**src/rtl/core/assert_macros.svh**
```systemverilog
// assertion macros shared by the rtl core
// each macro expects clk and rst_n in scope of the module that uses it
`ifndef ASSERT_MACROS_SVH
`define ASSERT_MACROS_SVH

// same-cycle implication, checked outside reset
`define XWCS_ASSERT_IMP(lbl, ante, cons, msg) \
    lbl: assert property (@(posedge clk) disable iff (!rst_n) (ante) |-> (cons)) \
        else $error(msg);

// next-cycle implication, checked outside reset
`define XWCS_ASSERT_NXT(lbl, ante, cons, msg) \
    lbl: assert property (@(posedge clk) disable iff (!rst_n) (ante) |=> (cons)) \
        else $error(msg);

`endif

```
**src/rtl/core/xwcs_pkg.sv**
```systemverilog
// shared types, character codes and phase sequencing for the xml minifier
// no dependencies
package xwcs_pkg;

    localparam int BLANK_DEPTH_DEF = 32;

    localparam logic ACT_TEXT = 1'b0;
    localparam logic ACT_END  = 1'b1;

    localparam logic [7:0] CH_LT    = 8'h3C;
    localparam logic [7:0] CH_GT    = 8'h3E;
    localparam logic [7:0] CH_BANG  = 8'h21;
    localparam logic [7:0] CH_DASH  = 8'h2D;
    localparam logic [7:0] CH_QUOTE = 8'h22;
    localparam logic [7:0] CH_SP    = 8'h20;
    localparam logic [7:0] CH_TAB   = 8'h09;
    localparam logic [7:0] CH_LF    = 8'h0A;
    localparam logic [7:0] CH_CR    = 8'h0D;

    // controller phases, in emission order
    typedef enum logic [2:0] {
        ST_IDLE,
        ST_PREFIX,
        ST_SPACE,
        ST_FLUSH,
        ST_BYTE,
        ST_END
    } state_t;

    typedef enum logic [2:0] {
        SRC_PREFIX,
        SRC_SPACE,
        SRC_RAM,
        SRC_HELD,
        SRC_INPUT,
        SRC_END
    } src_t;

    // what one accepted item has to emit
    typedef struct packed {
        logic [1:0] prefix_n;
        logic       space;
        logic       flush;
        logic       store;
        logic       byte_out;
        logic       end_out;
        logic       err;
    } plan_t;

    typedef struct packed {
        logic accept;
        logic emit;
        src_t src;
        logic last;
        logic flush_start;
        logic flush_step;
        logic flush_done;
        logic pre_step;
    } cmd_t;

    typedef struct packed {
        plan_t plan_now;
        plan_t plan;
        logic  slot_free;
        logic  pre_last;
        logic  flush_more;
    } status_t;

    function automatic logic blank_byte(logic [7:0] b);
        return b inside {CH_SP, CH_TAB, CH_LF, CH_CR};
    endfunction

    // first phase after cur that the plan still needs, idle if none
    function automatic state_t next_phase(state_t cur, plan_t p);
        state_t r;
        r = ST_IDLE;
        if (cur < ST_END && p.end_out)
            r = ST_END;
        if (cur < ST_BYTE && p.byte_out)
            r = ST_BYTE;
        if (cur < ST_FLUSH && p.flush)
            r = ST_FLUSH;
        if (cur < ST_SPACE && p.space)
            r = ST_SPACE;
        if (cur < ST_PREFIX && p.prefix_n != 2'd0)
            r = ST_PREFIX;
        return r;
    endfunction

endpackage

```
**src/rtl/core/xwcs_ram.sv**
```systemverilog
// generic single write port ram with registered read
// no dependencies
module xwcs_ram #(
    parameter int WIDTH = 8,
    parameter int DEPTH = 32,
    localparam int AW = (DEPTH > 1) ? $clog2(DEPTH) : 1
) (
    input  logic             clk,
    input  logic             wr_en,
    input  logic [AW-1:0]    wr_addr,
    input  logic [WIDTH-1:0] wr_data,
    input  logic             rd_en,
    input  logic [AW-1:0]    rd_addr,
    output logic [WIDTH-1:0] rd_data
);

    logic [WIDTH-1:0] mem [DEPTH];
    logic [WIDTH-1:0] rd_data_reg;

    always_ff @(posedge clk)
    begin
        if (wr_en)
        begin
            mem[wr_addr] <= wr_data;
        end
        if (rd_en)
        begin
            rd_data_reg <= mem[rd_addr];
        end
    end

    assign rd_data = rd_data_reg;

endmodule

```
**src/rtl/core/xwcs_ctrl.sv**
```systemverilog
// phase sequencer of the xml minifier
// depends on xwcs_pkg and assert_macros.svh
`include "assert_macros.svh"

module xwcs_ctrl
    import xwcs_pkg::*;
(
    input  logic    clk,
    input  logic    rst_n,
    input  logic    item_valid,
    output logic    item_stall,
    input  status_t status,
    output cmd_t    cmd
);

    state_t state_reg;
    state_t state_next;

    always_ff @(posedge clk or negedge rst_n)
    begin
        if (!rst_n)
        begin
            state_reg <= ST_IDLE;
        end
        else
        begin
            state_reg <= state_next;
        end
    end

    always_comb
    begin
        state_t nxt;
        logic   done;
        nxt        = ST_IDLE;
        done       = 1'b0;
        cmd        = '0;
        cmd.src    = SRC_END;
        state_next = state_reg;
        item_stall = (state_reg != ST_IDLE);
        case (state_reg)
            ST_IDLE:
            begin
                if (item_valid)
                begin
                    cmd.accept = 1'b1;
                    nxt = next_phase(ST_IDLE, status.plan_now);
                    // single plain byte goes straight to the output
                    if (nxt == ST_BYTE && next_phase(ST_BYTE, status.plan_now) == ST_IDLE
                        && status.slot_free)
                    begin
                        cmd.emit = 1'b1;
                        cmd.src  = SRC_INPUT;
                        cmd.last = 1'b1;
                    end
                    else
                    begin
                        state_next      = nxt;
                        cmd.flush_start = (nxt == ST_FLUSH);
                    end
                end
            end
            ST_PREFIX:
            begin
                if (status.slot_free)
                begin
                    cmd.emit = 1'b1;
                    cmd.src  = SRC_PREFIX;
                    if (status.pre_last)
                    begin
                        done = 1'b1;
                    end
                    else
                    begin
                        cmd.pre_step = 1'b1;
                    end
                end
            end
            ST_SPACE:
            begin
                if (status.slot_free)
                begin
                    cmd.emit = 1'b1;
                    cmd.src  = SRC_SPACE;
                    done     = 1'b1;
                end
            end
            ST_FLUSH:
            begin
                if (status.slot_free)
                begin
                    cmd.emit = 1'b1;
                    cmd.src  = SRC_RAM;
                    if (status.flush_more)
                    begin
                        cmd.flush_step = 1'b1;
                    end
                    else
                    begin
                        cmd.flush_done = 1'b1;
                        done = 1'b1;
                    end
                end
            end
            ST_BYTE:
            begin
                if (status.slot_free)
                begin
                    cmd.emit = 1'b1;
                    cmd.src  = SRC_HELD;
                    done     = 1'b1;
                end
            end
            ST_END:
            begin
                if (status.slot_free)
                begin
                    cmd.emit = 1'b1;
                    cmd.src  = SRC_END;
                    done     = 1'b1;
                end
            end
            default:
            begin
                state_next = ST_IDLE;
            end
        endcase
        if (done)
        begin
            nxt             = next_phase(state_reg, status.plan);
            state_next      = nxt;
            cmd.last        = (nxt == ST_IDLE);
            cmd.flush_start = (nxt == ST_FLUSH);
        end
    end

    `XWCS_ASSERT_IMP(a_emit_slot, cmd.emit, status.slot_free, "emit into a full output slot")
    `XWCS_ASSERT_NXT(a_end_idle, (state_reg == ST_END) && cmd.emit, state_reg == ST_IDLE,
                     "end result not followed by idle")

endmodule

```
**src/rtl/core/xwcs_dp.sv**
```systemverilog
// scanner state, blank store and output register of the xml minifier
// depends on xwcs_pkg, xwcs_ram and assert_macros.svh
`include "assert_macros.svh"

module xwcs_dp
    import xwcs_pkg::*;
#(
    parameter int BLANK_DEPTH = BLANK_DEPTH_DEF
) (
    input  logic       clk,
    input  logic       rst_n,
    input  logic       action,
    input  logic [7:0] text_byte,
    input  cmd_t       cmd,
    output status_t    status,
    output logic [7:0] out_byte,
    output logic       byte_valid,
    output logic       end_mark,
    output logic       comment_error,
    output logic       last,
    output logic       result_valid,
    input  logic       result_stall
);

    localparam int IW = (BLANK_DEPTH > 1) ? $clog2(BLANK_DEPTH) : 1;
    localparam int CW = $clog2(BLANK_DEPTH + 1);

    logic          tag_reg, tag_next;
    logic          quote_reg, quote_next;
    logic          pend_reg, pend_next;
    logic [1:0]    held_reg, held_next;
    logic          comm_reg, comm_next;
    logic [1:0]    dash_reg, dash_next;
    logic [CW-1:0] count_reg, count_next;
    logic [CW-1:0] ptr_reg;
    logic [1:0]    pre_reg;
    plan_t         plan_reg, plan_now;
    logic [7:0]    hold_byte_reg;

    logic          out_valid_reg;
    logic [7:0]    out_byte_reg;
    logic          byte_valid_reg;
    logic          end_mark_reg;
    logic          comment_error_reg;
    logic          last_reg;

    logic          store_wr;
    logic          wr_en;
    logic [IW-1:0] wr_addr;
    logic [7:0]    wr_data;
    logic          rd_en;
    logic [IW-1:0] rd_addr;
    logic [7:0]    rd_data;

    // decode one item against the scanner state
    always_comb
    begin
        logic [7:0] b;
        logic       tag_path;
        b          = text_byte;
        tag_path   = 1'b0;
        plan_now   = '0;
        store_wr   = 1'b0;
        tag_next   = tag_reg;
        quote_next = quote_reg;
        pend_next  = pend_reg;
        held_next  = held_reg;
        comm_next  = comm_reg;
        dash_next  = dash_reg;
        count_next = count_reg;
        if (action == ACT_END)
        begin
            plan_now.err      = comm_reg;
            plan_now.prefix_n = held_reg;
            plan_now.space    = (held_reg == 2'd0) && tag_reg && !quote_reg && pend_reg;
            plan_now.flush    = (count_reg != '0);
            plan_now.end_out  = 1'b1;
            tag_next   = 1'b0;
            quote_next = 1'b0;
            pend_next  = 1'b0;
            held_next  = 2'd0;
            comm_next  = 1'b0;
            dash_next  = 2'd0;
        end
        else if (comm_reg)
        begin
            if (b == CH_DASH)
            begin
                if (dash_reg != 2'd2)
                    dash_next = dash_reg + 2'd1;
            end
            else if (b == CH_GT && dash_reg == 2'd2)
            begin
                comm_next = 1'b0;
                dash_next = 2'd0;
            end
            else
            begin
                dash_next = 2'd0;
            end
        end
        else if (held_reg != 2'd0 && ((held_reg == 2'd1 && b == CH_BANG)
                 || (held_reg != 2'd1 && b == CH_DASH)))
        begin
            // opener continues
            if (held_reg == 2'd3)
            begin
                held_next = 2'd0;
                comm_next = 1'b1;
                dash_next = 2'd2;
            end
            else
            begin
                held_next = held_reg + 2'd1;
            end
        end
        else if (held_reg != 2'd0 || tag_reg)
        begin
            tag_path = 1'b1;
            if (held_reg != 2'd0)
            begin
                // prefix mismatch: held bytes open a tag
                plan_now.prefix_n = held_reg;
                held_next = 2'd0;
                tag_next  = 1'b1;
            end
        end
        else if (b == CH_LT)
        begin
            count_next = '0;
            held_next  = 2'd1;
        end
        else if (blank_byte(b))
        begin
            if (count_reg == CW'(BLANK_DEPTH))
            begin
                plan_now.flush = 1'b1;
                plan_now.store = 1'b1;
            end
            else
            begin
                store_wr   = 1'b1;
                count_next = count_reg + CW'(1);
            end
        end
        else
        begin
            plan_now.flush    = (count_reg != '0);
            plan_now.byte_out = 1'b1;
        end

        if (tag_path)
        begin
            if (quote_reg)
            begin
                if (b == CH_QUOTE)
                    quote_next = 1'b0;
                plan_now.byte_out = 1'b1;
            end
            else if (blank_byte(b))
            begin
                pend_next = 1'b1;
            end
            else
            begin
                plan_now.space    = pend_reg && (b != CH_GT);
                plan_now.byte_out = 1'b1;
                pend_next         = 1'b0;
                if (b == CH_QUOTE)
                    quote_next = 1'b1;
                else if (b == CH_GT)
                    tag_next = 1'b0;
            end
        end
    end

    always_ff @(posedge clk or negedge rst_n)
    begin
        if (!rst_n)
        begin
            tag_reg   <= 1'b0;
            quote_reg <= 1'b0;
            pend_reg  <= 1'b0;
            held_reg  <= 2'd0;
            comm_reg  <= 1'b0;
            dash_reg  <= 2'd0;
            count_reg <= '0;
            ptr_reg   <= '0;
            pre_reg   <= 2'd0;
            plan_reg  <= '0;
        end
        else
        begin
            if (cmd.accept)
            begin
                tag_reg   <= tag_next;
                quote_reg <= quote_next;
                pend_reg  <= pend_next;
                held_reg  <= held_next;
                comm_reg  <= comm_next;
                dash_reg  <= dash_next;
                count_reg <= count_next;
                plan_reg  <= plan_now;
            end
            else if (cmd.flush_done)
            begin
                count_reg <= plan_reg.store ? CW'(1) : CW'(0);
            end
            if (cmd.flush_start)
            begin
                ptr_reg <= CW'(1);
            end
            else if (cmd.flush_step)
            begin
                ptr_reg <= ptr_reg + CW'(1);
            end
            if (cmd.accept)
            begin
                pre_reg <= 2'd0;
            end
            else if (cmd.pre_step)
            begin
                pre_reg <= pre_reg + 2'd1;
            end
        end
    end

    always_ff @(posedge clk)
    begin
        if (cmd.accept)
        begin
            hold_byte_reg <= text_byte;
        end
    end

    // blank store: held blanks between tags
    assign wr_en   = (cmd.accept && store_wr) || (cmd.flush_done && plan_reg.store);
    assign wr_addr = cmd.flush_done ? IW'(0) : count_reg[IW-1:0];
    assign wr_data = cmd.flush_done ? hold_byte_reg : text_byte;
    assign rd_en   = cmd.flush_start || cmd.flush_step;
    assign rd_addr = cmd.flush_start ? IW'(0) : ptr_reg[IW-1:0];

    xwcs_ram #(
        .WIDTH (8),
        .DEPTH (BLANK_DEPTH)
    ) u_blank_ram (
        .clk     (clk),
        .wr_en   (wr_en),
        .wr_addr (wr_addr),
        .wr_data (wr_data),
        .rd_en   (rd_en),
        .rd_addr (rd_addr),
        .rd_data (rd_data)
    );

    // output register
    always_ff @(posedge clk or negedge rst_n)
    begin
        if (!rst_n)
        begin
            out_valid_reg <= 1'b0;
        end
        else if (cmd.emit)
        begin
            out_valid_reg <= 1'b1;
        end
        else if (!result_stall)
        begin
            out_valid_reg <= 1'b0;
        end
    end

    always_ff @(posedge clk)
    begin
        if (cmd.emit)
        begin
            last_reg          <= cmd.last;
            byte_valid_reg    <= 1'b1;
            end_mark_reg      <= 1'b0;
            comment_error_reg <= 1'b0;
            case (cmd.src)
                SRC_PREFIX:
                begin
                    out_byte_reg <= (pre_reg == 2'd0) ? CH_LT
                                  : (pre_reg == 2'd1) ? CH_BANG : CH_DASH;
                end
                SRC_SPACE: out_byte_reg <= CH_SP;
                SRC_RAM:   out_byte_reg <= rd_data;
                SRC_HELD:  out_byte_reg <= hold_byte_reg;
                SRC_INPUT: out_byte_reg <= text_byte;
                default:
                begin
                    out_byte_reg      <= 8'd0;
                    byte_valid_reg    <= 1'b0;
                    end_mark_reg      <= 1'b1;
                    comment_error_reg <= plan_reg.err;
                end
            endcase
        end
    end

    assign status.plan_now   = plan_now;
    assign status.plan       = plan_reg;
    assign status.slot_free  = !out_valid_reg || !result_stall;
    assign status.pre_last   = (pre_reg == (plan_reg.prefix_n - 2'd1));
    assign status.flush_more = (ptr_reg != count_reg);

    assign result_valid  = out_valid_reg;
    assign out_byte      = out_byte_reg;
    assign byte_valid    = byte_valid_reg;
    assign end_mark      = end_mark_reg;
    assign comment_error = comment_error_reg;
    assign last          = last_reg;

    `XWCS_ASSERT_IMP(a_step_in_range, cmd.flush_step, ptr_reg < count_reg,
                     "blank flush reads past the held count")
    `XWCS_ASSERT_IMP(a_count_bound, 1'b1, count_reg <= CW'(BLANK_DEPTH),
                     "blank count above store depth")

endmodule

```
**src/rtl/core/xml_whitespace_comment_stripper.sv**
```systemverilog
// top level of the streaming xml whitespace and comment minifier
// depends on xwcs_pkg, xwcs_ctrl, xwcs_dp (which holds xwcs_ram)

// Byte-serial XML minifier. Each item is a text byte (action 0) or an end of
// text (action 1); each result is one output byte or the end result, with
// last set on the final result an item causes. Comments are dropped, blank
// runs inside tags shrink to one space (none before '>'), quoted strings
// pass untouched, and blanks between tags are held in a BLANK_DEPTH entry
// store and dropped if '<' follows. While the output does not stall, a byte
// with at most one plain result is accepted and registered for output in the
// same cycle, so text runs at one byte per cycle, and any other item is
// accepted, then gives its results one per cycle: the held '<', '<!' or '<!-'
// prefix, a tag space, the held blanks (read from the blank store one per cycle
// through its registered read port), the byte and the end result. The blank
// store needs no clearing after reset: a fill count tracks what it holds.
module xml_whitespace_comment_stripper
    import xwcs_pkg::*;
#(
    parameter int BLANK_DEPTH = BLANK_DEPTH_DEF
) (
    input  logic       clk,
    input  logic       rst_n,
    // item channel
    input  logic       item_valid,
    output logic       item_stall,
    input  logic       action,
    input  logic [7:0] text_byte,
    // result channel
    output logic       result_valid,
    input  logic       result_stall,
    output logic [7:0] out_byte,
    output logic       byte_valid,
    output logic       end_mark,
    output logic       comment_error,
    output logic       last
);

    // command and status between sequencer and datapath
    cmd_t    cmd;
    status_t status;

    // sequencer: one phase per kind of result, accepts only when idle
    xwcs_ctrl u_ctrl (
        .clk        (clk),
        .rst_n      (rst_n),
        .item_valid (item_valid),
        .item_stall (item_stall),
        .status     (status),
        .cmd        (cmd)
    );

    // datapath: scanner state, blank store and result register
    xwcs_dp #(
        .BLANK_DEPTH (BLANK_DEPTH)
    ) u_dp (
        .clk           (clk),
        .rst_n         (rst_n),
        .action        (action),
        .text_byte     (text_byte),
        .cmd           (cmd),
        .status        (status),
        .out_byte      (out_byte),
        .byte_valid    (byte_valid),
        .end_mark      (end_mark),
        .comment_error (comment_error),
        .last          (last),
        .result_valid  (result_valid),
        .result_stall  (result_stall)
    );

endmodule
```
**config.mk**
```make
export PLATFORM = sky130hd
export DESIGN_NAME = xml_whitespace_comment_stripper
export DESIGN_NICKNAME = d
export VERILOG_FILES = /design/src/rtl/core/xwcs_pkg.sv /design/src/rtl/core/xwcs_ram.sv /design/src/rtl/core/xwcs_ctrl.sv /design/src/rtl/core/xwcs_dp.sv /design/src/rtl/core/xml_whitespace_comment_stripper.sv
export VERILOG_INCLUDE_DIRS = /design/src /design/src/rtl/core
export SDC_FILE = /design/constraint.sdc
export NUM_CORES = 1
export LEC_CHECK = 0
export BUFFER_PORTS_ARGS = -buffer_cell sky130_fd_sc_hd__buf_2
export CAP_MARGIN = 15
export CORE_UTILIZATION = 48
export DETAILED_ROUTE_END_ITERATION = 16
export PLACE_DENSITY = 0.71
export SETUP_SLACK_MARGIN = 0.4
export SLEW_MARGIN = 10
export SYNTH_ARGS = -nofsm -noshare
export SYNTH_HDL_FRONTEND = slang
export SYNTH_SLANG_ARGS = --single-unit
```
**constraint.sdc**
```tcl
create_clock -name clk -period 4 [get_ports clk]
set_clock_uncertainty 0.1 [all_clocks]
set_input_delay 0 -clock clk [delete_from_list [all_inputs] [get_ports clk]]
set_output_delay 0 -clock clk [all_outputs]
set_load 0.005 [all_outputs]
```
Word-level counts from Yosys, hierarchy flattened --
Memory sizes are Yosys's and may differ from the RTL's. A register that Yosys moved wholly into a read port is not among the register bits. Cells that the tools add are included.
Word-level totals: bits in writable memories 256, register bits after elaboration 54, input bits 13, memories 1
Memory list:
- u_dp.u_blank_ram.mem | depth 32, bits a word 8, read ports 1, clocked after memory_dff 1, wr ports 1, RTL line xwcs_ram.sv:17 | logic [WIDTH-1:0] mem [DEPTH];
Operators by class: reductions and logical operators 50, add/sub/neg operators 6, order comparisons 5, muxes and demuxes 142, eq/ne operators 44
Operators with widths (number):
- 1-bit 2-to-1 mux | 66
- 3-bit 2-to-1 mux | 22
- 6-bit 2-to-1 mux | 11
- 2-bit 2-to-1 mux | 27
- 8-bit by 6-bit == test with 1-bit output, second input constant | 6
- 8-bit case mux with 5 select lines | 1
- 8-bit by 4-bit == test with 1-bit output, second input constant | 3
- 4-bit 2-to-1 mux | 6
- 4-bit case mux with 6 select lines | 1
- 3-bit by 2-bit == test with 1-bit output, second input constant | 6
- 1-bit logical AND | 17
- 8-bit 2-to-1 mux | 2
- 5-bit 2-to-1 mux | 3
- 6-bit by 1-bit adder with 6-bit output, second input constant | 2
- 3-bit == test, second input constant | 4
- 3-bit zero test | 4
- 2-bit inequality test, second input constant | 6
- 2-bit nonzero test | 6
- 5-bit OR reduction | 2
- 3-bit inequality test, second input constant | 3
- 3-bit nonzero test | 3
- 8-bit by 6-bit inequality test with 1-bit output, second input constant | 1
- 4-bit AND reduction | 2
- 4-bit nonzero test | 2
- 25 further kinds | 41

Depth between registers and ports, before layout --
Gate-level depths: netlist of the first run.
depth after elaboration 27, depth in mapped cells 12, depth with buffers taken out 10

Modules after synthesis --
Synthesis of the first run repeated with hierarchy kept, for this count alone.
Unflattened totals: cells, all modules 805, area total of the unflattened synthesis 13774.5 um2
By module, submodules not included:
- xwcs_ram | instances 1, area each 10133.5 um2, cells each 417, sequential area each 7927.6 um2
- xwcs_dp | instances 1, area each 3108.0 um2, cells each 312, sequential area each 1376.3 um2
- xwcs_ctrl | instances 1, area each 533.0 um2, cells each 76, sequential area each 75.1 um2

Worst setup path before layout of the first run --
No wires, ideal clock.
kind register to register, start register u_ctrl.state_reg[2], end memory u_dp.u_blank_ram.mem[11][0] (enable), cell stages (with the launch flop) 9, clock period less this slack 3.019 ns, slack 0.981 ns, data arrival time 2.549 ns, path through dfrtp_1 -> nor2_1 -> nand3b_1 -> inv_1 -> clkbuf_1 -> nand2_1 -> nor3_1 -> nand3_1 -> nor2_1
On the way: longest elaborated chain between the ends 6
RTL lines:
- from (decl) | RTL line xwcs_ctrl.sv:16 | state_t state_reg;
- from (signal assigned) | RTL line xwcs_ctrl.sv:27 | state_reg <= state_next;
- 3-bit by 2-bit == test with 1-bit output / 3-bit zero test (equally long branches) | RTL line xwcs_ctrl.sv:41 | case (state_reg)
- 2-bit 2-to-1 mux / 1-bit 2-to-1 mux (equally long branches) | RTL line xwcs_ctrl.sv:41
- 1-bit logical AND | RTL line xwcs_dp.sv:237 | assign wr_en = (cmd.accept && store_wr) || (cmd.flush_done && plan_reg.store);
- 1-bit logical OR | RTL line xwcs_dp.sv:237
- 1-bit 2-to-1 mux | RTL line xwcs_ram.sv:22 | if (wr_en)
- 1-bit 2-to-1 mux (not written as such) | RTL line xwcs_ram.sv:24 | mem[wr_addr] <= wr_data;
- to (decl) | RTL line xwcs_ram.sv:17
Parallel ways exist; a longest one is shown, timed or not.

Worst setup path after layout of the first run --
start register u_dp.held_reg[1], end memory u_dp.u_blank_ram.mem[17][0] (enable)
On the way: longest elaborated chain between the ends 11
RTL lines:
- from (decl) | RTL line xwcs_dp.sv:31 | logic [1:0] held_reg, held_next;
- from (signal assigned) | RTL line xwcs_dp.sv:199 | held_reg <= held_next;
- 2-bit by 1-bit == test with 1-bit output / 2-bit by 1-bit inequality test with 1-bit output (equally long branches) | RTL line xwcs_dp.sv:102, xwcs_dp.sv:103
- 1-bit logical AND, on equally long branches | RTL line xwcs_dp.sv:102, xwcs_dp.sv:103
- 1-bit logical OR | RTL line xwcs_dp.sv:103 | || (held_reg != 2'd1 && b == CH_DASH)))
- 1-bit logical AND | RTL line xwcs_dp.sv:102 | else if (held_reg != 2'd0 && ((held_reg == 2'd1 && b == CH_BANG)
- 1-bit 2-to-1 mux * | RTL line xwcs_dp.sv:102
- 1-bit 2-to-1 mux * | RTL line xwcs_dp.sv:85 | else if (comm_reg)
- 1-bit 2-to-1 mux * | RTL line xwcs_dp.sv:71 | if (action == ACT_END)
- 1-bit logical AND * | RTL line xwcs_dp.sv:237
- 1-bit logical OR * | RTL line xwcs_dp.sv:237
- 1-bit 2-to-1 mux * | RTL line xwcs_ram.sv:22
- 1-bit 2-to-1 mux (not written as such) * | RTL line xwcs_ram.sv:24
Mark *: on every way between the ends. The rest lies on a longest branch, timed or not.

==> results of run 1 <==
Yosys cell counts, types with 4 or more instances:
| cell type | n |
|---|---|
| sky130_fd_sc_hd__a31oi_1 | 18 |
| sky130_fd_sc_hd__clkbuf_1 | 47 |
| sky130_fd_sc_hd__buf_1 | 10 |
| sky130_fd_sc_hd__nand4_1 | 6 |
| sky130_fd_sc_hd__or4_1 | 8 |
| sky130_fd_sc_hd__o21ai_0 | 32 |
| sky130_fd_sc_hd__ha_1 | 10 |
| sky130_fd_sc_hd__and3_1 | 5 |
| sky130_fd_sc_hd__o22ai_1 | 4 |
| sky130_fd_sc_hd__o2111ai_1 | 8 |
| sky130_fd_sc_hd__a222oi_1 | 4 |
| sky130_fd_sc_hd__a21oi_1 | 39 |
| sky130_fd_sc_hd__nor4_1 | 4 |
| sky130_fd_sc_hd__and2_1 | 6 |
| sky130_fd_sc_hd__mux2i_1 | 17 |
| sky130_fd_sc_hd__edfxtp_1 | 284 |
| sky130_fd_sc_hd__nand2b_1 | 9 |
| sky130_fd_sc_hd__nor3_1 | 20 |
| sky130_fd_sc_hd__xnor2_1 | 4 |
| sky130_fd_sc_hd__a211oi_1 | 20 |
| sky130_fd_sc_hd__inv_1 | 13 |
| sky130_fd_sc_hd__a22oi_1 | 11 |
| sky130_fd_sc_hd__nand3_1 | 28 |
| sky130_fd_sc_hd__nor2b_1 | 36 |
| sky130_fd_sc_hd__nand3b_1 | 4 |
| sky130_fd_sc_hd__xor2_1 | 9 |
| sky130_fd_sc_hd__nor2_1 | 101 |
| sky130_fd_sc_hd__mux2_2 | 40 |
| sky130_fd_sc_hd__a221oi_1 | 10 |
| sky130_fd_sc_hd__dfrtp_1 | 34 |
| sky130_fd_sc_hd__nand2_1 | 48 |
| sky130_fd_sc_hd__mux4_2 | 32 |
worst max path at each step:
stage / startpoint / endpoint / slack [ns]
finish: u_dp.held_reg[1] / u_dp.u_blank_ram.mem[17][0] / 0.54
global route: u_ctrl.state_reg[2] / u_dp.u_blank_ram.mem[7][3] / 0.34
CTS: u_dp.held_reg[1] / u_dp.u_blank_ram.rd_data[0] / 0.45
detailed placement: u_dp.held_reg[0] / u_dp.u_blank_ram.rd_data[1] / 0.36
global placement: u_dp.status[9] / u_dp.u_blank_ram.rd_data[1] / 0.43
floorplan: u_ctrl.state_reg[2] / u_dp.u_blank_ram.mem[11][0] / 0.98
per-layer routing:
metal / part of all wire [%] / vias to the layer above / GRT usage, %
met5: 0 / - / 0
met3: 7.9 / 55 / 4.01
li1: - / 3838 / -
met2: 47 / 348 / 34.2
met4: 2.6 / 0 / 6.81
met1: 43 / 4266 / 30.6
cell families after synthesis:
kind of cell               share of synthesized area [%]
DFF                                                 67.3
and+or+nand+nor                                     10.2
AOI/OAI and AO/OA                                   8.98
muxes                                               9.62
buffers and inverters                               2.23
xor gates and xnor gates                           0.817
adders and majority gates                          0.897
per-stage QoR:
stage	std cells	worst slack, ns	total power [mW]
after floorplan	975	0.981	6.47
after global placement	1345	0.428	7.29
after detailed placement	1345	0.359	7.32
after CTS	1415	0.449	10.1
after global routing	1416	0.343	10.6
final	1416	0.545	10.1
repair_timing:
item | in CTS | in global routing
hold endpoints to repair | 69 | 0
gates resized for setup | 1 | 3
setup endpoints to repair | 1 | 112
cloned | 0 | 0
pin swaps | 0 | 1
setup buffers | 0 | 1
hold buffers | 15 | 0
power groups by stage:
stage | Combinational, mW | Sequential [mW] | Clock (mW)
finish | 3.11 | 4.22 | 2.76
global placement | 3.01 | 4.28 | 0
detailed placement | 3.03 | 4.29 | 0
floorplan | 2.28 | 4.18 | 0
CTS | 3.07 | 4.22 | 2.81
global route | 3.41 | 4.26 | 2.93
final cells by class:
cell class,count,area [um2],area share [%]
sequential,318,9380,60.1
multi-input combinational,581,4260,27.3
clock buffer,41,813,5.21
timing repair buffer,65,495,3.17
tap,384,480,3.08
clock inverter,14,129,0.826
inverter,13,48.8,0.313
==> results.txt, run 1 <==
The number of nets at the end of the flow was 1,033; the vertical die dimension was 172 um. On the final layout, the worst hold slack is 0.179 ns. Entering global routing, the biggest net connects 80 pins. Leading register cell type out of synthesis: sky130_fd_sc_hd__edfxtp_1. The proportion of power drawn by combinational gates came out at 30.8%. In this run the most critical hold path is launched from text_byte[7].

The run gives 289 MHz as the highest clock rate. For this design the total switching power over the nets is 3.28 mW. Sequential cells burn 41.9% of the power.

Input and output buffers added on the ports amount to 26. Cell type group with the largest total delay on the critical path: simple AND/OR/NAND/NOR gates. Summing every instance area after synthesis gives 0.0139 mm2. The logs give 1 for the deepest level of the CTS H-tree and 0 for the antenna cell count.

After detailed placement, the total cell area comes to 0.0145 mm2. Adding up every negative setup slack in the final design gives 0 ns. A synthesized cell averages 14.3 um2. After global routing the overflow that remains totals 0. Ranked by total cell area, the synthesized netlist is headed by sky130_fd_sc_hd__edfxtp_1 61%, sky130_fd_sc_hd__dfrtp_1 6.1%, sky130_fd_sc_hd__mux4_2 5.2%.

Clock latency on the worst-skew pair, taken at its later pin, is 0.58 ns. The initial core utilization came out at 48.7%. Summed over all nets, the half-perimeter wirelength after detailed placement is 19,200 um. The run gives 0 as the number of antenna-violating nets in the routed design.

The via density per instance came out at 6.01. The worst setup path is captured at a flop. The final cell utilization of the core is 54.5%, and the power share of the clock group is 27.3%. At the pin with the least slew margin, the transition time is 1.21 ns. The fraction of post-synthesis cell area in the top cell type by area came out at 61.2%.

The logs give 4.11 ns for the data required time at the worst endpoint and 21.7% for the overall global routing resource usage. The tool flagged a number of max-cap violations equal to 0. Counting flops with an async set or reset pin after synthesis yields a share of 10.7%.

The run gives 0.903 as the routability-driven placement congestion ratio. The area added between synthesis and finish works out to 12.0%. The number of clock sinks came out at 318.

The worst hold path terminates at u_dp.hold_byte_reg[7]. The floorplan has 62 rows. In this run, CTS created clock tree buffers numbering 31.

The final worst-path cycle share was 86.4%. The routed design has 31,300 um of wire. The number of optimization iterations in the first detailed-route pass is 8. The max-slew violation count is 0.

The startpoint type of the worst setup path is a flop. The routed layout has 8,507 vias. The setup path with the least slack is of type flop to flop. The library cells used most frequently in the layout, excluding fill and tap cells, are 284 x sky130_fd_sc_hd__edfxtp_1, 98 x sky130_fd_sc_hd__nor2_1, 48 x sky130_fd_sc_hd__nand2_1.

Counting instances, the worst hold path has a depth of 2. Setup repair after global routing could not meet its margin everywhere. The worst register-to-register path has a setup slack of 0.54 ns. The buffering stage count on the worst path with inverters included came out at 2. The tools report the DRC violation count after routing as 0. The highest net fanout along the worst path was 8; the floorplan die area was 0.0297 mm2.

The switching portion of total power works out to 32.5%. The worst pin sits at a relative slew slack of 19.0%. The number of nets in the synthesized netlist was 998; the first-pass GRT wire length was 48,100 um.

For this run, the slowest stage of the critical path takes 0.79 ns. Walking the worst path, the cells encountered are inv_1 > ha_1 > nor2b_1 > nand2_1 > nor3_1 > buf_4 > nand3_1 > nor2_1. The tools report the maximum clock path buffer count as 3. The capture point of the worst reg-to-reg path is u_dp.u_blank_ram.mem[17][0]. Counting flops per register, the top entry is u_dp.u_blank_ram.mem.

The tools report the number of failing setup endpoints in the final timing report as 0. The flow ran to the end, and the final reports show no timing, DRC or antenna violations. The kind of path behind the tightest hold check was input port to flop. The depth of the worst register-to-register path works out to 8. The count of yosys warnings during synthesis came out at 0. Among all stages on the critical path, the largest delay is contributed by sky130_fd_sc_hd__nor2_1. During I/O placement, the number of pins put on the boundary was 27. The clock transition time at the flip-flop clock pins of the worst setup and hold paths works out to 0.06 ns. The library cell used most frequently in the layout, excluding fill and tap cells, is sky130_fd_sc_hd__edfxtp_1. The via count of the first global-routing pass came out at 8,270. Logic depth of the worst setup path including buffers: 8. The routed wire length per instance works out to 22.1 um. The register with the most flip-flops in the layout has 256 of them. The power density relative to cell area came out at 646 mW/mm2. Data on the critical path arrives at its endpoint at 3.56 ns.

After synthesis, the netlist uses 64 different library cells. The worst-case IR drop observed on VDD is 453 uV. TritonCTS built the clock tree.

The count of filler cells inserted in the layout is 2,279. In this run, synthesis inferred 284 flip-flops with an integrated enable. Cells with a size suffix above 1 make up 17.6% of the layout. The smallest clock period supported by the final layout is computed as 3.46 ns. The portion of the post-synthesis area used by sequential elements was 67.3%; the count of mapped cells out of synthesis was 975. The core region is 0.0286 mm2. In this run, synthesis produced a sequential element count of 318. Reg-to-reg critical path startpoint: u_dp.held_reg[1]. For the number of design-rule violations left by the first detailed-router iteration, the log shows 982.

The initial antenna violation count is 0. For the cell-internal power, the log shows 6.81 mW. The tools report the leakage power as 5.20 nW.

The root buffer cell is sky130_fd_sc_hd__clkbuf_16. The floorplan step set the die width to 172 um. After routing the design area is 0.0156 mm2.

Summed over all instances, the cell type with the most area after synthesis is sky130_fd_sc_hd__edfxtp_1. The number of hold-slack violations in the final timing report came out at 0.
Note: power is estimated with default switching activity, not from simulation.
==> inputs of run 2 (changes only) <==
--- a/config.mk
+++ b/config.mk
@@ -6,13 +6,13 @@
 export SDC_FILE = /design/constraint.sdc
 export NUM_CORES = 1
 export LEC_CHECK = 0
+export ABC_AREA = 1
 export BUFFER_PORTS_ARGS = -buffer_cell sky130_fd_sc_hd__buf_2
 export CAP_MARGIN = 15
 export CORE_UTILIZATION = 48
 export DETAILED_ROUTE_END_ITERATION = 16
 export PLACE_DENSITY = 0.71
 export SETUP_SLACK_MARGIN = 0.4
-export SLEW_MARGIN = 10
 export SYNTH_ARGS = -nofsm -noshare
 export SYNTH_HDL_FRONTEND = slang
 export SYNTH_SLANG_ARGS = --single-unit
==> results.txt, run 2 <==
The run finished with clean final reports. The area added between synthesis and finish is 13.2%, and the max capacitance violation total is 0. The worst setup path is captured at a flop.

Leading register cell type out of synthesis: sky130_fd_sc_hd__edfxtp_1. The share of layout cells above drive strength 1 came out at 14.1%. The number of placed instances, taps included, is 1,948. In the routed layout, each cell is associated on average with a via count of 5.77. The routed wire length per instance is 19.9 um. The commonest cells after synthesis are 284 x sky130_fd_sc_hd__edfxtp_1, 259 x sky130_fd_sc_hd__nand2_1, 247 x sky130_fd_sc_hd__inv_1. After clock tree synthesis, the clock-pin slew on the worst setup and hold paths is 0.06 ns. The synthesized netlist contains 49 unique library cells. The tools report the power consumption as 11.1 mW. The top cell types in the final layout, fill and taps aside, are 284 x sky130_fd_sc_hd__edfxtp_1, 259 x sky130_fd_sc_hd__nand2_1, 246 x sky130_fd_sc_hd__inv_1. Register with the highest flop count: u_dp.u_blank_ram.mem. For this block, the routed nets add up to 40,700 um of wire. In this run the core area contains 65 standard-cell rows.

Measured along the y axis, the die boundary spans 181 um. After detailed routing, the met2 layer carries 18,800 um of wire. The uppermost layer routed is met4. The library cell used most frequently in the layout, excluding fill and tap cells, is sky130_fd_sc_hd__edfxtp_1.

The slew at the pin closest to its max-slew limit was 1.15 ns; the flip-flop count of the largest register, all copies and words added was 256. The initial antenna violation count came out at 1. The tools report the startpoint type of the worst setup path as a flop. The area of the mapped netlist came out at 0.0154 mm2. The critical path data arrival time came out at 3.66 ns. Residual overflow from global routing: 0. Number of clock sinks: 318. The first detailed-routing pass took 8 iterations. The initial core utilization is 48.7%.

The worst-case IR drop observed on VDD is 354 uV. In the post-synthesis netlist, the biggest area contributors are sky130_fd_sc_hd__edfxtp_1 55%, sky130_fd_sc_hd__nand3_1 6.4%, sky130_fd_sc_hd__nand2_1 6.3%. For the area of the multi-input gates, the log shows 0.00468 mm2.

The run gives 1,638 as the number of nets at the end of the flow. Summing the sequential cell areas from Yosys gives 61.0% of the chip area. The routed design could run at a clock period as short as 3.61 ns. The total length of routed met3 wires was 3890 um.

The number of synthesized register bits was 318. The core region is 0.0316 mm2. The total via count after detailed routing is 11,800. The highest clock rate is 277 MHz, and the accumulated negative setup slack is 0 ns. The number of hold-slack violations in the final timing report is 0.

The run gives 0.921 as the routability-driven placement congestion ratio. Number of antenna-violating nets in the routed design: 0. In the final routing, the length of wire on met1 measures 16,900 um. Setup violations remaining at the end of the flow were counted as 0. The run gives 0 as the max-slew violation count.

The relative max-transition margin was 23.2%. The critical path is of the flop to flop type. The kind of path behind the tightest hold check was input port to async pin.

The tools report the number of nets in the synthesized netlist as 1,595. In the synthesized netlist the async set-or-reset flop fraction comes to 10.7%. The floorplan step defined a die boundary enclosing 0.0328 mm2. Yosys printed 0 warnings. The DRC violation count after routing is 0, and the die boundary width is 181 um.

Counting the fill cells in the layout gives 2,688. The H-tree was split into 2 levels. The number of design-rule violations left by the first detailed-router iteration is 1,561. The worst-skew pair later-pin latency is 0.52 ns, and the clock buffer count from CTS is 35. The logs give 61,900 um for the first-pass GRT wire length and 3 for the maximum clock path buffer count. Detailed placement ended at an HPWL of 24,600 um. For the worst setup path, the data required time is 4.05 ns.

Setup repair after global routing could not meet its margin everywhere. Counting flops with a built-in enable in the synthesized netlist gives 284. The root buffer cell was sky130_fd_sc_hd__clkbuf_16. The tools report the count of placed standard cells in the final layout, fillers left out as 2,042.

Global routing used 24.4% of the available tracks across all layers. Largest net degree at the start of global routing: 106. The repair_antennas step left the layout with diodes totalling 0.

For this design the top-level I/O count stands at 27. Fraction of post-synthesis cell area in the top cell type by area: 55.4%. Of the available clock period, the critical path in the final layout requires 90.2%. Summed over all cells, the static leakage comes to 7.18 nW. The tools report the area taken by flip-flops and latches as 0.00938 mm2.

Yosys instantiated no cell more often than sky130_fd_sc_hd__edfxtp_1. The count of buffers from port buffering was 26. TritonCTS built the clock tree. A synthesized cell averages 9.78 um2. The highest net fanout along the worst path came out at 9. Largest area contributor in the netlist: sky130_fd_sc_hd__edfxtp_1.

The final cell utilization of the core was 55.2%. For the count of mapped cells out of synthesis, the log shows 1,572. The via count of the first global-routing pass was 11,000.

In this run the power density over the cells is 640 mW/mm2.
-- run 2: cell count changes after synthesis, moves of 20 or more --
cell / previous run / this run
sky130_fd_sc_hd__inv_1: 13 / 247
sky130_fd_sc_hd__mux4_2: 32 / 0
sky130_fd_sc_hd__nand4_1: 6 / 118
sky130_fd_sc_hd__nand2_1: 48 / 259
sky130_fd_sc_hd__clkbuf_1: 47 / 25
sky130_fd_sc_hd__nand3_1: 28 / 197
sky130_fd_sc_hd__buf_2: 3 / 29
sky130_fd_sc_hd__nor2b_1: 36 / 0
sky130_fd_sc_hd__a21oi_1: 39 / 10
sky130_fd_sc_hd__a211oi_1: 20 / 0
sky130_fd_sc_hd__nor2_1: 101 / 162
sky130_fd_sc_hd__mux2_2: 40 / 1
-- run 2: cell type report --
| type | instances | share of cell area, % |
|---|---|---|
| Sequential cell | 318 | 53.9 |
| Multi-Input combinational cell | 914 | 26.9 |
| Inverter | 263 | 5.71 |
| Clock buffer | 44 | 5.59 |
| Timing Repair Buffer | 83 | 4.24 |
| Tap cell | 402 | 2.89 |
| Clock inverter | 18 | 0.762 |
-- run 2: worst paths after layout --
| kind | slack (ns) | to | depth (start not counted) | start |
|---|---|---|---|---|
| hold / removal | 0.006 | u_dp.result_valid | 2 | rst_n |
| max in group asynchronous | 3.15 | u_dp.ptr_reg[0] | 2 | rst_n |
| hold reg to reg | 0.41 | u_dp.status[8] | 1 | u_dp.status[8] |
| min in group clk | 0.15 | u_dp.hold_byte_reg[6] | 2 | text_byte[6] |
| setup / recovery | 0.39 | u_dp.u_blank_ram.mem[10][1] | 10 | u_ctrl.state_reg[1] |
| setup reg to reg | 0.39 | u_dp.u_blank_ram.mem[10][1] | 10 | u_ctrl.state_reg[1] |
-- run 2: per-layer routing --
metal,up-vias,GRT usage [%]
met5,-,0
met4,0,8.07
met3,86,4.52
met2,618,38.2
met1,5656,34.4
li1,5416,-
-- run 2: critical path, stage by stage (launching register included) --
cell	delay (ns)
sky130_fd_sc_hd__dfrtp_1	0.40
sky130_fd_sc_hd__inv_2	0.10
sky130_fd_sc_hd__nand2_1	0.10
sky130_fd_sc_hd__nor2_2	0.21
sky130_fd_sc_hd__nand2_1	0.28
sky130_fd_sc_hd__nor2_1	0.32
sky130_fd_sc_hd__inv_1	0.12
sky130_fd_sc_hd__or4_1	0.45
sky130_fd_sc_hd__nor2_1	0.14
sky130_fd_sc_hd__nand2_1	0.45
sky130_fd_sc_hd__nor2_2	0.56
-- run 2: stage by stage --
stage	hold WS [ns]	area [um2]	worst slack, ns
2_1_floorplan	-0.396	15400	0.792
3_3_place_gp	0.0370	15800	0.365
3_5_place_dp	0.0423	15800	0.365
4_1_cts	0.0395	17100	0.347
5_1_grt	0.0923	17400	0.174
6_report	0.00587	17400	0.392
-- run 2: report_power, final --
group / internal [mW] / switching [mW]
logic: 1.26 / 2.67
clock network: 1.80 / 1.32
registers: 3.95 / 0.144
total: 7.01 / 4.13
-- run 2: cell families after synthesis --
group	count (synthesis)	synth area share (%)
muxes	1	0.0732
adders and majority gates	10	0.813
and+or+nand+nor	805	24.8
AOI/OAI and AO/OA	88	3.37
DFF	318	61.0
xor gates and xnor gates	6	0.342
buffers and inverters	344	9.61
-- run 2: what timing repair did --
item,in CTS,in global routing
endpoints found under the setup margin,88,256
hold buffers,12,0
endpoints found under the hold margin,69,0
pin swaps,0,3
resized for setup,4,35
setup buffers,0,14
gates cloned,0,6
==> inputs of run 3 (changes only) <==
--- a/config.mk
+++ b/config.mk
@@ -9,9 +9,9 @@
 export ABC_AREA = 1
 export BUFFER_PORTS_ARGS = -buffer_cell sky130_fd_sc_hd__buf_2
 export CAP_MARGIN = 15
-export CORE_UTILIZATION = 48
+export CORE_UTILIZATION = 40
 export DETAILED_ROUTE_END_ITERATION = 16
-export PLACE_DENSITY = 0.71
+export PLACE_DENSITY = 0.62
 export SETUP_SLACK_MARGIN = 0.4
 export SYNTH_ARGS = -nofsm -noshare
 export SYNTH_HDL_FRONTEND = slang
==> results.txt, run 3 (synthesized netlist as in run 2, its figures left out) <==
Setup total negative slack on the finished layout was measured at 0 ns. The max capacitance violation total is 0. Once detail routing completed, the nets flagged for antenna violations numbered 0.

Floorplan die area: 0.0392 mm2. Leaving out fill and tap cells, the most frequent cells in the layout are 284 x sky130_fd_sc_hd__edfxtp_1, 259 x sky130_fd_sc_hd__nand2_1, 246 x sky130_fd_sc_hd__inv_1. The initialized floorplan defines 71 standard-cell rows. The largest net degree at the start of global routing was 117. Data on the critical path is required at its endpoint by 4.06 ns.

The run finished, with violations left. The highest clock rate was 280 MHz; the share of layout cells above drive strength 1 was 12.2%. The overall global routing resource usage is 21.0%.

TritonCTS built the clock tree. Clock buffer count from CTS: 36. The analysis attributes to cell leakage a power of 7.24 nW. The antenna cell count was 0. For this run, the detailed router's first-pass iteration total came to 5. After clock tree synthesis, the clock-pin slew on the worst setup and hold paths is 0.06 ns. The area growth from synthesis to layout is 14.5%.

In the final routed layout, each cell accounts on average for 19.4 um. The die is 198 um wide. The tools report the final worst hold slack as -0.00843 ns.

For the critical path data arrival time, the log shows 3.63 ns. The depth of the worst register-to-register path works out to 10. The worst setup path is launched from a flop. Setup violations remaining at the end of the flow were counted as 0. The routed layout has 11,600 vias.

The run gives 0 as the initial antenna violation count. In this run the critical register-to-register path is captured at u_dp.u_blank_ram.mem[26][2]. The tools report the number of nets at the end of the flow as 1,640. The clock reaches the later pin of the worst-skew pair after 0.53 ns. Residual overflow from global routing: 0. The worst hold path belongs to the class input port to async pin.

The number of hold-slack violations in the final timing report was 7; the slew at the pin closest to its max-slew limit was 1.17 ns. The run gives 41,700 um as the detailed-route wire length. The final reports fail on hold timing. After detailed routing, the wire length on met1 is 17,700 um. The worst-case IR drop observed on VDD is 328 uV.

The worst path in the final design needs a cycle of 3.57 ns, including I/O delays and setup. The logs give 24,800 um for the HPWL after detailed placement and 21.7% for the relative max-transition margin. The register with the most flip-flops in the layout has 256 of them.

The highest net fanout along the worst path is 8. The total length of routed met2 wires was 19,100 um. The area of the multi-input gates came out at 0.00463 mm2. For the setup slack of the most critical reg-to-reg path, the log shows 0.43 ns. Counting flops per register, the top entry is u_dp.u_blank_ram.mem.

The tools report the routability-driven placement congestion ratio as 0.893. The startpoint identified for the worst register-to-register timing path is u_ctrl.state_reg[1]. For the first-pass GRT wire length, the log shows 63,500 um. The run gives 3470 um as the total length of routed met3 wires.

In this run the clock root is driven by a sky130_fd_sc_hd__clkbuf_16. STA classifies the critical path endpoint as a flop. For this configuration, the core starts out at a cell density of 40.7%. The worst setup path is of the flop to flop kind. Of the available clock period, the critical path in the final layout requires 89.3%.

Dividing the detail-routed via count by the number of cells gives 5.37. The count of buffers from port buffering is 26, and the I/O pin count is 27. The uppermost layer routed is met4.

The most common library cell in the layout ignoring fill and taps is sky130_fd_sc_hd__edfxtp_1. The tools report the DRC violation count after routing as 0. The via count of the first global-routing pass came out at 10,900. In the final layout, flip-flops and latches occupy 0.00938 mm2.

The vertical die dimension was 198 um. For the number of clock sinks, the log shows 318. For the max-slew violation count, the log shows 0. Area of the core region: 0.0378 mm2. Setup repair after global routing could not meet its margin everywhere. The maximum clock path buffer count was 3.

After the first detailed-routing iteration, the DRC count stood at 1,255. The deepest level of the CTS H-tree was 2. In this run the power density over the cells is 643 mW/mm2. After filler insertion, the fill cell instance count of the layout stands at 3,443.
==> run 3: cell count changes in the layout (fill, tap and decap cells not counted), moves of 4 or more <==
cell                        delta
sky130_fd_sc_hd__nor2_1       +27
sky130_fd_sc_hd__nor2_2       -25
sky130_fd_sc_hd__clkbuf_1      +5
sky130_fd_sc_hd__o21ai_2       -5
sky130_fd_sc_hd__o21ai_4       +5
sky130_fd_sc_hd__buf_12        -4
sky130_fd_sc_hd__buf_4         +4
sky130_fd_sc_hd__bufinv_16     +4
sky130_fd_sc_hd__clkinv_2      -4
==> run 3: metrics by stage <==
stage | instance area, um2 | setup slack (ns) | util, % | power [mW] | instances
after detailed placement | 16000 | 0.456 | 42.5 | 7.73 | 2060
final | 17600 | 0.430 | 46.7 | 11.3 | 2153
after global placement | 16000 | 0.448 | 42.5 | 7.72 | 2060
after CTS | 17400 | 0.414 | 46.0 | 11.2 | 2135
after global routing | 17600 | 0.208 | 46.7 | 11.9 | 2153
after floorplan | 15400 | 0.792 | - | 6.72 | 1572
==> run 3: layout make-up <==
cell class	instances	area share, %
sequential	318	53.3
clock inverter	13	1.13
multi-input combinational	913	26.3
inverter	263	5.63
clock buffer	50	5.77
tap	511	3.63
timing repair buffer	85	4.28
==> run 3: worst max path at each step <==
stage                              startpoint                     endpoint  slack, ns  cells after the start
final                     u_ctrl.state_reg[1]  u_dp.u_blank_ram.mem[26][2]       0.43                     10
after global routing      u_ctrl.state_reg[1]  u_dp.u_blank_ram.mem[10][4]       0.21                     10
after CTS                    u_dp.held_reg[1]  u_dp.u_blank_ram.rd_data[6]       0.41                     20
after detailed placement  u_ctrl.state_reg[1]   u_dp.u_blank_ram.mem[6][1]       0.46                     10
after global placement    u_ctrl.state_reg[1]   u_dp.u_blank_ram.mem[6][0]       0.45                     10
after floorplan               u_dp.ptr_reg[0]   u_dp.u_blank_ram.mem[0][6]       0.79                     11
==> run 3: report_power, final <==
part	switching, mW	internal, mW	total (mW)
logic	2.62	1.18	3.80
registers	0.154	3.95	4.10
clock network	1.31	2.10	3.41
total	4.09	7.23	11.3
==> run 3: worst max-delay path: stages (launching register included) <==
cell	delay [ns]
sky130_fd_sc_hd__dfrtp_1	0.41
sky130_fd_sc_hd__inv_2	0.11
sky130_fd_sc_hd__nand2_1	0.10
sky130_fd_sc_hd__nor2_2	0.19
sky130_fd_sc_hd__nand2_1	0.10
sky130_fd_sc_hd__nor2_1	0.28
sky130_fd_sc_hd__inv_1	0.12
sky130_fd_sc_hd__or4_1	0.48
sky130_fd_sc_hd__nor2_1	0.15
sky130_fd_sc_hd__nand2_1	0.42
sky130_fd_sc_hd__nor2_1	0.74
==> run 3: layer usage <==
layer / vias to the layer above / track usage (%)
li1: 5401 / -
met1: 5510 / 29.8
met2: 567 / 33.1
met3: 94 / 2.98
met4: 0 / 6.98
met5: - / 0
==> run 3: repair_timing <==
| item | CTS | global route |
|---|---|---|
| endpoints found under the hold margin | 71 | 0 |
| setup buffers | 0 | 12 |
| resized for setup | 0 | 7 |
| hold buffers | 12 | 0 |
| endpoints found under the setup margin | 0 | 72 |
